$ cat config.mk
export PLATFORM = sky130hd
export DESIGN_NAME = typed_element_packet_parser_unit_flat
export DESIGN_NICKNAME = d
export VERILOG_FILES = /design/src/hw/rtl/tepp_pkg.sv /design/src/hw/rtl/tepp_if.sv /design/src/hw/rtl/tepp_front.sv /design/src/hw/rtl/tepp_queue.sv /design/src/hw/rtl/tepp_back.sv /design/src/hw/rtl/typed_element_packet_parser_unit.sv /design/src/flat_wrapper.sv
export SDC_FILE = /design/constraint.sdc
export NUM_CORES = 1
export LEC_CHECK = 0
export BUFFER_PORTS_ARGS = -buffer_cell sky130_fd_sc_hd__buf_2
export CAP_MARGIN = 5
export CORE_MARGIN = 1
export CORE_UTILIZATION = 50
export CTS_CLUSTER_DIAMETER = 30
export DETAILED_ROUTE_END_ITERATION = 10
export HOLD_SLACK_MARGIN = 0.08
export MAX_ROUTING_LAYER = met4
export PLACE_DENSITY = 0.67
export SETUP_SLACK_MARGIN = 0.02
export SYNTH_ARGS = -nofsm -noshare
export SYNTH_HDL_FRONTEND = slang
export SYNTH_HIERARCHICAL = 1
export SYNTH_SLANG_ARGS = --single-unit
$ cat constraint.sdc
create_clock -name clk -period 7.72 [get_ports clk]
set_input_delay 0.386 -clock clk [delete_from_list [all_inputs] [get_ports clk]]
set_output_delay 0.386 -clock clk [all_outputs]
set_load 0.005 [all_outputs]
$ cat src/hw/rtl/tepp_pkg.sv
// types, codes and constants shared by the typed element packet parser
// no dependencies; compiled first
`default_nettype none

package tepp_pkg;

	// packet layout
	localparam int unsigned HEADER_BYTES     = 12;
	localparam int unsigned OPCODE_BYTES     = 4;
	localparam int unsigned MAX_VARINT_BYTES = 5;
	localparam int unsigned STRLEN_BYTES     = 2;

	// byte counter inside a field, wide enough for the header
	localparam int unsigned BIF_W = $clog2(HEADER_BYTES + 1);

	// result kinds
	localparam logic [2:0] KIND_HEADER    = 3'd0;
	localparam logic [2:0] KIND_SCALAR    = 3'd1;
	localparam logic [2:0] KIND_STR_START = 3'd2;
	localparam logic [2:0] KIND_STR_BYTE  = 3'd3;
	localparam logic [2:0] KIND_END_ONLY  = 3'd4;
	localparam logic [2:0] KIND_ERROR     = 3'd5;

	// error codes
	localparam logic [1:0] ERR_NONE      = 2'd0;
	localparam logic [1:0] ERR_UNKNOWN   = 2'd1;
	localparam logic [1:0] ERR_TRUNCATED = 2'd2;
	localparam logic [1:0] ERR_OVERLONG  = 2'd3;

	// element type codes
	localparam logic [2:0] TYPE_NONE  = 3'd0;
	localparam logic [2:0] TYPE_BE8   = 3'd1;
	localparam logic [2:0] TYPE_BE16  = 3'd2;
	localparam logic [2:0] TYPE_BE32  = 3'd3;
	localparam logic [2:0] TYPE_BE64  = 3'd4;
	localparam logic [2:0] TYPE_LE32  = 3'd5;
	localparam logic [2:0] TYPE_STR_A = 3'd6;
	localparam logic [2:0] TYPE_STR_B = 3'd7;

	typedef enum logic [3:0] {
		PH_HEADER,
		PH_BODYLEN,
		PH_COUNT,
		PH_PAD,
		PH_TYPE,
		PH_SCALAR,
		PH_STRLEN,
		PH_STRBYTES,
		PH_DONE,
		PH_DROP
	} tepp_phase_t;

	typedef struct packed {
		logic [7:0] data_byte;
		logic       packet_end;
	} tepp_in_t;

	typedef struct packed {
		logic [2:0]  kind;
		logic [2:0]  elem_type;
		logic [31:0] opcode;
		logic [63:0] value;
		logic [15:0] str_length;
		logic [1:0]  error_code;
		logic        end_of_packet;
	} tepp_out_t;

	// queue status seen by the back end
	typedef struct packed {
		logic empty;
		logic full;
	} tepp_qstat_t;

	// payload size in bytes of a scalar type
	function automatic logic [BIF_W-1:0] scalar_bytes(input logic [2:0] t);
		logic [BIF_W-1:0] n;
		case (t)
			TYPE_BE8:  n = BIF_W'(1);
			TYPE_BE16: n = BIF_W'(2);
			TYPE_BE32: n = BIF_W'(4);
			TYPE_BE64: n = BIF_W'(8);
			TYPE_LE32: n = BIF_W'(4);
			default:   n = '0;
		endcase
		return n;
	endfunction

endpackage

`default_nettype wire

$ cat src/hw/rtl/tepp_if.sv
// valid/ready channel interfaces for packet bytes and parse results
// depends on tepp_pkg
`default_nettype none

interface tepp_in_if import tepp_pkg::*; ();
	logic     valid;
	logic     ready;
	tepp_in_t data;

	modport source (output valid, output data, input ready);
	modport sink (input valid, input data, output ready);
endinterface

interface tepp_out_if import tepp_pkg::*; ();
	logic      valid;
	logic      ready;
	tepp_out_t data;

	modport source (output valid, output data, input ready);
	modport sink (input valid, input data, output ready);
endinterface

`default_nettype wire

$ cat src/hw/rtl/tepp_front.sv
// front end: per-byte packet state machine, at most one result per byte
// depends on tepp_pkg
`default_nettype none

module tepp_front import tepp_pkg::*; (
	input  wire logic      clk,
	input  wire logic      arst_n,
	input  wire logic      take,
	input  wire tepp_in_t  item,
	output logic           push,
	output tepp_out_t      result
);

	tepp_phase_t      ph_q, ph_d;
	logic [BIF_W-1:0] bif_q, bif_d, bif_inc;
	logic [63:0]      acc_q, acc_d;
	logic [31:0]      opc_q, opc_d;
	logic [2:0]       vs_q, vs_d;
	logic [31:0]      elems_q, elems_d, elems_dec;
	logic [2:0]       cur_q, cur_d;
	logic [15:0]      strl_q, strl_d;
	logic             have, err;
	logic [7:0]       b;
	logic             last;
	tepp_out_t        r;

	assign b         = item.data_byte;
	assign last      = item.packet_end;
	assign bif_inc   = bif_q + BIF_W'(1);
	assign elems_dec = elems_q - 32'd1;

	always_comb begin
		ph_d    = ph_q;
		bif_d   = bif_q;
		acc_d   = acc_q;
		opc_d   = opc_q;
		vs_d    = vs_q;
		elems_d = elems_q;
		cur_d   = cur_q;
		strl_d  = strl_q;
		have    = 1'b0;
		err     = 1'b0;
		r       = '0;

		case (ph_q)
			PH_HEADER: begin
				if (bif_q < BIF_W'(OPCODE_BYTES))
					opc_d = {opc_q[23:0], b};
				else
					acc_d = {acc_q[55:0], b};
				bif_d = bif_inc;
				if (bif_inc >= BIF_W'(HEADER_BYTES)) begin
					have      = 1'b1;
					r.kind    = KIND_HEADER;
					r.opcode  = opc_d;
					r.value   = acc_d;
					bif_d     = '0;
					acc_d     = '0;
					vs_d      = '0;
					elems_d   = '0;
					ph_d      = last ? PH_DONE : PH_BODYLEN;
				end
			end
			PH_BODYLEN, PH_COUNT: begin
				if (ph_q == PH_COUNT)
					elems_d = elems_q | ({25'd0, b[6:0]} << (5'd7 * 5'(vs_q)));
				if (b[7]) begin
					if ((4'(vs_q) + 4'd1) >= 4'(MAX_VARINT_BYTES)) begin
						err          = 1'b1;
						r.error_code = ERR_OVERLONG;
					end else begin
						vs_d = vs_q + 3'd1;
					end
				end else begin
					vs_d = '0;
					ph_d = (ph_q == PH_BODYLEN) ? PH_COUNT : PH_PAD;
				end
			end
			PH_PAD: begin
				ph_d = (elems_q == 32'd0) ? PH_DONE : PH_TYPE;
			end
			PH_TYPE: begin
				if (b >= 8'd1 && b <= 8'd7) begin
					cur_d = b[2:0];
					bif_d = '0;
					acc_d = '0;
					ph_d  = (b[2:0] <= TYPE_LE32) ? PH_SCALAR : PH_STRLEN;
				end else begin
					err          = 1'b1;
					r.error_code = ERR_UNKNOWN;
				end
			end
			PH_SCALAR: begin
				if (cur_q == TYPE_LE32) begin
					if (bif_q < BIF_W'(4)) begin
						case (bif_q[1:0])
							2'd0:    acc_d[7:0]   = acc_q[7:0] | b;
							2'd1:    acc_d[15:8]  = acc_q[15:8] | b;
							2'd2:    acc_d[23:16] = acc_q[23:16] | b;
							default: acc_d[31:24] = acc_q[31:24] | b;
						endcase
					end
				end else begin
					acc_d = {acc_q[55:0], b};
				end
				bif_d = bif_inc;
				if (bif_inc >= scalar_bytes(cur_q)) begin
					have        = 1'b1;
					r.kind      = KIND_SCALAR;
					r.elem_type = cur_q;
					r.value     = acc_d;
					elems_d     = elems_dec;
					ph_d        = (elems_dec != 32'd0) ? PH_TYPE : PH_DONE;
				end
			end
			PH_STRLEN: begin
				acc_d = {acc_q[55:0], b};
				bif_d = bif_inc;
				if (bif_inc >= BIF_W'(STRLEN_BYTES)) begin
					strl_d       = acc_d[15:0];
					have         = 1'b1;
					r.kind       = KIND_STR_START;
					r.elem_type  = cur_q;
					r.str_length = acc_d[15:0];
					if (acc_d[15:0] == 16'd0) begin
						elems_d = elems_dec;
						ph_d    = (elems_dec != 32'd0) ? PH_TYPE : PH_DONE;
					end else begin
						ph_d = PH_STRBYTES;
					end
				end
			end
			PH_STRBYTES: begin
				have        = 1'b1;
				r.kind      = KIND_STR_BYTE;
				r.elem_type = cur_q;
				r.value     = {56'd0, b};
				strl_d      = strl_q - 16'd1;
				if (strl_d == 16'd0) begin
					elems_d = elems_dec;
					ph_d    = (elems_dec != 32'd0) ? PH_TYPE : PH_DONE;
				end
			end
			default: begin
			end
		endcase

		// error replaces the result and drops the rest of the packet
		if (err) begin
			have        = 1'b1;
			r.kind      = KIND_ERROR;
			r.elem_type = TYPE_NONE;
			r.opcode    = '0;
			r.value     = '0;
			r.str_length = '0;
			ph_d        = PH_DROP;
		end

		if (last) begin
			if (err) begin
				r.end_of_packet = 1'b1;
			end else if (ph_d == PH_DONE) begin
				if (!have) begin
					have   = 1'b1;
					r.kind = KIND_END_ONLY;
				end
				r.end_of_packet = 1'b1;
			end else if (ph_d == PH_DROP) begin
				have = 1'b0;
			end else begin
				have            = 1'b1;
				r               = '0;
				r.kind          = KIND_ERROR;
				r.error_code    = ERR_TRUNCATED;
				r.end_of_packet = 1'b1;
			end
			ph_d    = PH_HEADER;
			bif_d   = '0;
			acc_d   = '0;
			opc_d   = '0;
			vs_d    = '0;
			elems_d = '0;
			cur_d   = '0;
			strl_d  = '0;
		end
	end

	always_ff @(posedge clk or negedge arst_n) begin
		if (!arst_n) begin
			ph_q    <= PH_HEADER;
			bif_q   <= '0;
			acc_q   <= '0;
			opc_q   <= '0;
			vs_q    <= '0;
			elems_q <= '0;
			cur_q   <= '0;
			strl_q  <= '0;
		end else if (take) begin
			ph_q    <= ph_d;
			bif_q   <= bif_d;
			acc_q   <= acc_d;
			opc_q   <= opc_d;
			vs_q    <= vs_d;
			elems_q <= elems_d;
			cur_q   <= cur_d;
			strl_q  <= strl_d;
		end
	end

	assign push   = take && have;
	assign result = r;

endmodule

`default_nettype wire

$ cat src/hw/rtl/tepp_queue.sv
// short result queue between front and back end, flop storage
// depends on tepp_pkg
`default_nettype none

module tepp_queue import tepp_pkg::*; #(
	parameter int unsigned DEPTH = 4
) (
	input  wire logic        clk,
	input  wire logic        arst_n,
	input  wire logic        push,
	input  wire tepp_out_t   wdata,
	input  wire logic        pop,
	output tepp_out_t        rdata,
	output tepp_qstat_t      stat
);

	localparam int unsigned PTR_W = (DEPTH > 1) ? $clog2(DEPTH) : 1;
	localparam int unsigned CNT_W = $clog2(DEPTH + 1);

	tepp_out_t        mem_q [DEPTH];
	logic [PTR_W-1:0] wr_q, rd_q;
	logic [CNT_W-1:0] cnt_q;

	function automatic logic [PTR_W-1:0] wrap_inc(input logic [PTR_W-1:0] p);
		return (p == PTR_W'(DEPTH - 1)) ? '0 : p + PTR_W'(1);
	endfunction

	always_ff @(posedge clk) begin
		if (push)
			mem_q[wr_q] <= wdata;
	end

	always_ff @(posedge clk or negedge arst_n) begin
		if (!arst_n) begin
			wr_q  <= '0;
			rd_q  <= '0;
			cnt_q <= '0;
		end else begin
			if (push)
				wr_q <= wrap_inc(wr_q);
			if (pop)
				rd_q <= wrap_inc(rd_q);
			if (push && !pop)
				cnt_q <= cnt_q + CNT_W'(1);
			else if (pop && !push)
				cnt_q <= cnt_q - CNT_W'(1);
		end
	end

	assign rdata = mem_q[rd_q];
	assign stat  = tepp_qstat_t'{empty: (cnt_q == '0), full: (cnt_q == CNT_W'(DEPTH))};

endmodule

`default_nettype wire

$ cat src/hw/rtl/tepp_back.sv
// back end: output register that drains the result queue
// depends on tepp_pkg, tepp_if
`default_nettype none

module tepp_back import tepp_pkg::*; (
	input  wire logic        clk,
	input  wire logic        arst_n,
	input  wire tepp_qstat_t stat,
	input  wire tepp_out_t   head,
	output logic             pop,
	tepp_out_if.source       res
);

	logic      vld_q;
	tepp_out_t data_q;

	assign pop = !stat.empty && (!vld_q || res.ready);

	always_ff @(posedge clk or negedge arst_n) begin
		if (!arst_n) begin
			vld_q <= 1'b0;
		end else if (!vld_q || res.ready) begin
			vld_q <= !stat.empty;
		end
	end

	always_ff @(posedge clk) begin
		if (pop)
			data_q <= head;
	end

	assign res.valid = vld_q;
	assign res.data  = data_q;

endmodule

`default_nettype wire

$ cat src/hw/rtl/typed_element_packet_parser_unit.sv
// typed element packet parser, top level: front end, result queue, back end
// depends on tepp_pkg, tepp_if, tepp_front, tepp_queue, tepp_back
// throughput: one byte per cycle while the queue is not full, set by the front end's registered state update
// result path: each result goes through the queue, then the back end's output register that drives res
// reset: arst_n clears parser state, empties the queue, drops the output valid
`default_nettype none

module typed_element_packet_parser_unit import tepp_pkg::*; #(
	parameter int unsigned QUEUE_DEPTH = 4
) (
	input  wire logic  clk,
	input  wire logic  arst_n,
	tepp_in_if.sink    pkt,
	tepp_out_if.source res
);

	logic        take;
	logic        push;
	logic        pop;
	tepp_out_t   front_res;
	tepp_out_t   head;
	tepp_qstat_t qstat;

	// bytes are taken whenever the queue has room, even while the back end
	// is stalled; at most one result per byte enters the queue
	assign pkt.ready = !qstat.full;
	assign take      = pkt.valid && pkt.ready;

	// per-byte parsing and classification
	tepp_front u_front (
		.clk    (clk),
		.arst_n (arst_n),
		.take   (take),
		.item   (pkt.data),
		.push   (push),
		.result (front_res)
	);

	// decouples the parser from output backpressure
	tepp_queue #(
		.DEPTH (QUEUE_DEPTH)
	) u_queue (
		.clk    (clk),
		.arst_n (arst_n),
		.push   (push),
		.wdata  (front_res),
		.pop    (pop),
		.rdata  (head),
		.stat   (qstat)
	);

	// registered result transaction toward the consumer
	tepp_back u_back (
		.clk    (clk),
		.arst_n (arst_n),
		.stat   (qstat),
		.head   (head),
		.pop    (pop),
		.res    (res)
	);

endmodule

`default_nettype wire
$ cat src/flat_wrapper.sv
// flat-port wrapper written by rule: the top's interface ports become plain ports
module typed_element_packet_parser_unit_flat import tepp_pkg::*;
#(
	parameter int unsigned QUEUE_DEPTH = 4
)
  (clk, arst_n, pkt_valid, pkt_data, pkt_ready, res_valid, res_data, res_ready);
  tepp_in_if pkt_i ();
  tepp_out_if res_i ();
  input  wire logic clk;
  input  wire logic arst_n;
  input wire logic [$bits(pkt_i.valid)-1:0] pkt_valid;
  input wire logic [$bits(pkt_i.data)-1:0] pkt_data;
  output wire logic [$bits(pkt_i.ready)-1:0] pkt_ready;
  output wire logic [$bits(res_i.valid)-1:0] res_valid;
  output wire logic [$bits(res_i.data)-1:0] res_data;
  input wire logic [$bits(res_i.ready)-1:0] res_ready;
  assign pkt_i.valid = pkt_valid;
  assign pkt_i.data = pkt_data;
  assign pkt_ready = pkt_i.ready;
  assign res_valid = res_i.valid;
  assign res_data = res_i.data;
  assign res_i.ready = res_ready;
  typed_element_packet_parser_unit #(.QUEUE_DEPTH(QUEUE_DEPTH)) u_core (.clk(clk), .arst_n(arst_n), .pkt(pkt_i), .res(res_i));
endmodule
Yosys cells after proc, flatten, opt, wreduce, memory -nomap -nowiden. Memories as Yosys holds them, arrays and structs flattened. A register that Yosys moved wholly into a read port is not among the register bits. Index checks and enable logic that the tools add are counted.

Register bits: 166. Latch bits: 0. Memory bits (writable): 484. ROM bits: 0. Input bits: 13. Output and inout bits: 123. Memories: 1.

Memory list: u_core.u_queue.mem_q (words 4, width 121, read ports 1, clocked after memory_dff 1, write ports 1, RTL line tepp_queue.sv:20) `tepp_out_t mem_q [DEPTH];`.

Add/sub/neg operators: 9. Multipliers: 1. Div/mod/pow operators: 0. $lt $le $gt $ge: 8. Equal/unequal tests: 27. Shifts and indexed selects: 1. Multiplexer cells: 99. Bitwise gates (word level): 5. Reduce and logical (&&, ||, !) cells: 39.

Operator list (number): 32-bit 2-to-1 mux (15); 64-bit 2-to-1 mux (6); 64-bit one-hot mux with 4 select lines (1); 121-bit 2-to-1 mux (2); 64-bit one-hot mux with 3 select lines (1); 32-bit one-hot mux with 5 select lines (1); 120-bit 2-to-1 mux (1); 118-bit 2-to-1 mux (1); 117-bit 2-to-1 mux (1); 96-bit 2-to-1 mux (1); 4-bit 2-to-1 mux (17); 16-bit 2-to-1 mux (4); 3-bit 2-to-1 mux (11); 16-bit logical NOT (2); 32-bit logical NOT (1); 8-bit 2-to-1 mux (4); 32-bit OR (1); 8-bit OR (4); 16-bit one-hot mux with 2 select lines (1); 32-bit nonzero test (1); 7-bit by 5-bit << shifter with 32-bit output (1); 32-bit by 1-bit subtractor with 32-bit output (second input constant) (1); 4-bit one-hot mux with 7 select lines (1); 3-bit != test (second input constant) (7); 52 further kinds (103).

Depth between registers and ports, before layout.
Word-level depth: 18. Depth in mapped cells: 20. Depth with buffers taken out: 18.

Cells and area by module. Netlist, hierarchy kept.

By module, submodules not included: tepp_queue (instances 1, cells each 670, area each 17864.6 um^2, seq. area each 14709.1 um^2); tepp_front (instances 1, cells each 1816, area each 13825.8 um^2, seq. area each 3953.8 um^2); tepp_back (instances 1, cells each 126, area each 3683.5 um^2, seq. area each 3658.5 um^2); typed_element_packet_parser_unit (instances 1, cells each 2, area each 10.0 um^2, seq. area each 0.0 um^2).

Worst setup path after synthesis. Ideal clock, no wire load.

Path kind: reg-to-reg. Start point: register u_core.u_front.strl_q[0]. End point: memory u_core/u_queue/mem_q[3][0] in the netlist's numbering (enable). Data arrival time: 6006 ps. Data required time: 7226 ps. Setup slack: 1220 ps. Cell stages (with the launch flop): 15. Period minus slack after synthesis: 6500 ps. Cells stage by stage: dfrtp_1 clkbuf_1 inv_1 ha_1 buf_2 or4b_2 o31ai_1 nand4_1 a2111oi_4 o21ai_0 a21o_1 o211ai_2 nor3_1 a21oi_1 and2_1.

Longest elaborated chain between the ends: 13.

Ends and longest elaborated chain: start, declared (RTL line tepp_front.sv:21) `logic [15:0] strl_q, strl_d;`; start signal, assigned (RTL line tepp_front.sv:206) `strl_q <= strl_d;`; 16-bit by 1-bit subtractor with 16-bit output * (RTL line tepp_front.sv:138) `strl_d = strl_q - 16'd1;`; 16-bit logical NOT * (RTL line tepp_front.sv:139) `if (strl_d == 16'd0) begin`; 4-bit 2-to-1 mux * (RTL line tepp_front.sv:139); 4-bit one-hot mux with 7 select lines * (RTL line tepp_front.sv:45) `case (ph_q)`; 4-bit 2-to-1 mux * (RTL line tepp_front.sv:149) `if (err) begin`; 4-bit equality test (RTL line tepp_front.sv:168) `end else if (ph_d == PH_DROP) begin`; 1-bit 2-to-1 mux (RTL line tepp_front.sv:168); 1-bit 2-to-1 mux * (RTL line tepp_front.sv:162) `end else if (ph_d == PH_DONE) begin`; 1-bit 2-to-1 mux * (RTL line tepp_front.sv:160) `if (err) begin`; 1-bit 2-to-1 mux * (RTL line tepp_front.sv:159) `if (last) begin`; 1-bit logical AND * (RTL line tepp_front.sv:210) `assign push = take && have;`; net u_core.push (RTL line typed_element_packet_parser_unit.sv:18) `logic push;`; 1-bit 2-to-1 mux * (RTL line tepp_queue.sv:29) `if (push)`; 1-bit 2-to-1 mux (not written as such) * (RTL line tepp_queue.sv:30) `mem_q[wr_q] <= wdata;`; end, declared (RTL line tepp_queue.sv:20).

The timed path passes the listed nets; every way through them passes the cells marked *.

Worst setup path in the final report.
Start point: register u_core.u_front.ph_q[1]. End point: memory u_core/u_queue/mem_q[2][82] in the netlist's numbering (enable).

Longest elaborated chain between the ends: 13.

Ends and longest elaborated chain: start, declared (RTL line tepp_front.sv:14) `tepp_phase_t ph_q, ph_d;`; start signal, assigned (RTL line tepp_front.sv:199) `ph_q <= ph_d;`; 4-bit by 1-bit equality test with 1-bit output (RTL line tepp_front.sv:45, tepp_front.sv:76); 1-bit 2-to-1 mux (RTL line tepp_front.sv:76) `ph_d = (ph_q == PH_BODYLEN) ? PH_COUNT : PH_PAD;`; 4-bit 2-to-1 mux (RTL line tepp_front.sv:67) `if (b[7]) begin`; 4-bit one-hot mux with 7 select lines (RTL line tepp_front.sv:45); 4-bit 2-to-1 mux (RTL line tepp_front.sv:149); 4-bit equality test (RTL line tepp_front.sv:168); 1-bit 2-to-1 mux (RTL line tepp_front.sv:168); 1-bit 2-to-1 mux (RTL line tepp_front.sv:162); 1-bit 2-to-1 mux (RTL line tepp_front.sv:160); 1-bit 2-to-1 mux * (RTL line tepp_front.sv:159); 1-bit logical AND * (RTL line tepp_front.sv:210); net u_core.push (RTL line typed_element_packet_parser_unit.sv:18); 1-bit 2-to-1 mux * (RTL line tepp_queue.sv:29); 1-bit 2-to-1 mux (not written as such) * (RTL line tepp_queue.sv:30).

Marked as above.

==> flow_metrics.env <==
export IMPL_dp_final_hpwl_um=52490
export IMPL_number_of_buffers_inserted_by_port_buffering=135
export IMPL_power_total_mw=16.59
export IMPL_drtPass1Iterations=7
export IMPL_worst_skew_pair_late_latency_ns=0.71
export IMPL_worstSetupEndpointType="flip-flop"
export IMPL_ys_dominant_reg_cell="sky130_fd_sc_hd__edfxtp_1"
export IMPL_synthCells=2614
export IMPL_average_wire_per_standard_cell_um=23.69
export IMPL_rel_slew_slack_pct=15.59
export IMPL_post_route_drc_count=0
export IMPL_initial_core_util_pct=50.53
export IMPL_power_density_cell_area_mw_per_mm2=397.6
export IMPL_finClkSkew_ns=0.02762
export IMPL_unrepaired_setup_endpoints_after_global_routing="false"
export IMPL_crit_arrival_ns=6.45
export IMPL_final_max_slew_violation_count=0
export IMPL_netlist_top_cell_by_area="sky130_fd_sc_hd__edfxtp_1"
export IMPL_number_of_nets_in_the_final_layout=2746
export IMPL_die_w_um=268.0
export IMPL_finish_utilization_pct=59.58
export IMPL_highest_achievable_clock_rate_ghz=0.1635
export IMPL_yosysUniqueCellTypes=87
export IMPL_core_sq_mm=0.07003
export IMPL_syn_cell_area_sq_mm=0.03538
export IMPL_h_tree_depth=4
export IMPL_worst_r2r_path_depth=10
export IMPL_worst_margin_pin_slew_ns=1.261
export IMPL_cts_clk_slew_worst_paths_ns=0.04
export IMPL_cts_post_setup_buffers_inserted=0
export IMPL_synth_avg_cell_area_sq_um=13.54
export IMPL_io_pins=136
export IMPL_largest_cells_by_area_after_synthesis="sky130_fd_sc_hd__edfxtp_1, sky130_fd_sc_hd__dfrtp_1, sky130_fd_sc_hd__mux4_2"
export IMPL_critical_path_required_ns=8.05
export IMPL_setup_tns_final_ns=0
export IMPL_share_of_post_route_cells_with_drive_strength_above_1_pct=22.56
export IMPL_grt_start_max_net_pins=95
export IMPL_grt_total_usage_pct=25.90
export IMPL_ys_seq_elements=771
export IMPL_crit_fanout=66
export IMPL_max_cap_violations=0
export IMPL_route_vias_total=23326
export IMPL_syn_num_nets=2654
export IMPL_cts_root_buffer="sky130_fd_sc_hd__clkbuf_16"
export IMPL_area_growth_syn_to_layout_pct=17.91
export IMPL_synth_seq_area_share_pct=63.08
export IMPL_clock_sinks=771
export IMPL_worst_hold_path_class="in2async"
export IMPL_synth_async_sr_flop_share_pct=21.53
export IMPL_min_tclk_post_route_ns=6.116
export IMPL_std_cell_rows=97
export IMPL_drt_iter0_markers=2568
export IMPL_post_route_period_util_pct=79.22
export IMPL_worst_setup_path_start_kind="flip-flop"
export IMPL_run_status="finished, final reports clean"
export IMPL_irDropWorstVdd_mv=0.3270
export IMPL_grt_first_pass_wirelength_um=136400
export IMPL_die_area_sq_mm=0.07183
export IMPL_synth_enable_flop_cells=605
export IMPL_numCtsBuffers=145
export IMPL_setup_violations_final=0
export IMPL_gp_routability_congestion=0.9596
export IMPL_synthesis_yosys_warnings=6
export IMPL_clock_path_buffers=3
export IMPL_p_leak_nw=14.76
export IMPL_timing_hold_violations_final=0
export IMPL_holdWs_ns=0.1929
export IMPL_tritoncts="done"
export IMPL_die_height_um=268.0
export IMPL_timing_worst_setup_path_type="reg2reg"
export IMPL_detailed_route_wire_length_um=89340
export IMPL_post_drt_via_cell_ratio=6.186
export IMPL_antenna_found_initial=2
export IMPL_first_global_vias=22855
export IMPL_gr_total_overflow=0
export IMPL_drt_antenna_violating_nets=0
export IMPL_share_of_yosys_cell_area_claimed_by_the_top_area_cell_type_pct=51.34
power breakdown:
group / internal, mW / total (mW) / switching [mW] / leakage, nW
registers: 5.39 / 5.97 / 0.577 / 8.02
clock network: 4.39 / 6.52 / 2.13 / 2.48
logic: 1.56 / 4.10 / 2.54 / 4.26
total: 11.3 / 16.6 / 5.25 / 14.8
flip-flops by register name, summed over array words and instances (netlist names), 3 cells and up:
| register | flops |
|---|---|
| u_core/u_front/ph_q | 4 |
| u_core/u_front/bif_q | 4 |
| u_core/u_front/vs_q | 3 |
| u_core/u_queue/cnt_q | 3 |
| u_core/u_queue/mem_q | 484 |
| u_core/u_front/cur_q | 3 |
| u_core/u_front/elems_q | 32 |
| u_core/u_front/opc_q | 32 |
| u_core/u_front/acc_q | 64 |
| u_core/u_front/strl_q | 16 |
| u_core/u_back/res.data | 121 |
cells in the mapped netlist (7+ instances only):
cell type                    n
sky130_fd_sc_hd__nand2b_1    9
sky130_fd_sc_hd__o22a_1     26
sky130_fd_sc_hd__buf_6      10
sky130_fd_sc_hd__nor2_1    154
sky130_fd_sc_hd__nand2_1   233
sky130_fd_sc_hd__a32o_1     16
sky130_fd_sc_hd__xnor2_1     8
sky130_fd_sc_hd__o31ai_1    18
sky130_fd_sc_hd__a21oi_1   233
sky130_fd_sc_hd__nand3_1    16
sky130_fd_sc_hd__nand4_1    16
sky130_fd_sc_hd__nor2_4     49
sky130_fd_sc_hd__and2_1     27
sky130_fd_sc_hd__buf_1      13
sky130_fd_sc_hd__nor3_1     39
sky130_fd_sc_hd__buf_4      19
sky130_fd_sc_hd__edfxtp_1  605
sky130_fd_sc_hd__nor2b_1    12
sky130_fd_sc_hd__o21a_1      7
sky130_fd_sc_hd__o22ai_1    49
sky130_fd_sc_hd__and3_1     27
sky130_fd_sc_hd__or3_1       8
sky130_fd_sc_hd__buf_2      21
sky130_fd_sc_hd__inv_1      30
sky130_fd_sc_hd__nor4_1     15
sky130_fd_sc_hd__xor2_1      7
sky130_fd_sc_hd__or4_1       7
sky130_fd_sc_hd__mux2i_1    65
sky130_fd_sc_hd__a31oi_1    11
sky130_fd_sc_hd__a22oi_1    59
sky130_fd_sc_hd__a22o_1     65
sky130_fd_sc_hd__o21ai_0   136
sky130_fd_sc_hd__clkbuf_1  160
sky130_fd_sc_hd__dfrtp_1   166
sky130_fd_sc_hd__o21ai_1    13
sky130_fd_sc_hd__mux4_2    123
sky130_fd_sc_hd__ha_1       24
sky130_fd_sc_hd__a221oi_1   15
timing repair:
action                                 CTS  global route
gates resized for setup                  0             0
endpoints found under the hold margin   47             0
hold buffers                             2             0
cells by family after synthesis:
group | after synthesis | share of synthesized area (%)
buffers and inverters | 260 | 3.522
DFF | 771 | 63.08
and+or+nand+nor | 647 | 9.473
muxes | 194 | 9.859
AOI/OAI and AO/OA | 700 | 12.67
xor gates and xnor gates | 15 | 0.3713
adders and majority gates | 27 | 1.018
routing by layer:
metal / up-vias / GRT usage (%) / share of wire, %
li1: 10342 / - / -
met1: 11746 / 33.37 / 41
met2: 1036 / 41.05 / 50
met3: 202 / 4.518 / 6.2
met4: 0 / 10.08 / 3.2
met5: - / - / 0
per-stage QoR:
step / setup WS, ns / cell area, sq um / std cells
after floorplan: 1.220 / 35380 / 2614
after global placement: 1.932 / 36560 / 3497
after detailed placement: 1.766 / 36560 / 3497
after CTS: 1.772 / 41710 / 3768
after global routing: 1.266 / 41720 / 3770
final: 1.604 / 41720 / 3771
layout by cell type (no fill, tap or decap), drive strengths merged, types with 49 or more instances in the layout:
| cell type | count |
|---|---|
| buf | 172 |
| dfrtp | 166 |
| a22oi | 59 |
| a21oi | 234 |
| o21ai | 150 |
| nor2 | 204 |
| clkbuf | 169 |
| a22o | 65 |
| mux2i | 65 |
| mux4 | 123 |
| o22ai | 49 |
| edfxtp | 605 |
| nand2 | 233 |
| inv | 54 |
path summary, 6_finish.rpt:
path | to | from | slack, ns
max | u_core/u_queue/mem_q[2][82] | u_core/u_front/ph_q[1] | 1.60
min reg2reg | u_core/u_front/opc_q[24] | u_core/u_front/opc_q[24] | 0.51
min in group clk | u_core/u_front/acc_q[6] | pkt_data[7] | 0.27
min | u_core/u_front/elems_q[8] | arst_n | 0.19
max reg2reg | u_core/u_queue/mem_q[2][82] | u_core/u_front/ph_q[1] | 1.60
max in group asynchronous | u_core/u_front/acc_q[40] | arst_n | 6.14
final cells by class:
class | count | area (sq um)
diodes | 3 | 7.507
well taps | 940 | 1176
clock inverters | 100 | 1262
multi-input cells | 1583 | 11910
repair buffers | 174 | 1042
flip-flops and latches | 771 | 22330
inverters | 31 | 116.4
fillers | 5309 | 28310
clock buffers | 169 | 3874
worst max-delay path, stage by stage, from the launching register on:
cell and delay (ns):
sky130_fd_sc_hd__dfrtp_1 0.89, sky130_fd_sc_hd__inv_1 0.69, sky130_fd_sc_hd__nor3_1 1.15, sky130_fd_sc_hd__o21ai_0 0.40, sky130_fd_sc_hd__inv_1 0.22, sky130_fd_sc_hd__nor4_1 0.10, sky130_fd_sc_hd__o211ai_2 0.21, sky130_fd_sc_hd__nor3_1 0.09
sky130_fd_sc_hd__a21oi_1 0.51, sky130_fd_sc_hd__and2_4 0.88, sky130_fd_sc_hd__buf_12 0.46
(Power assumes the default switching activity.)
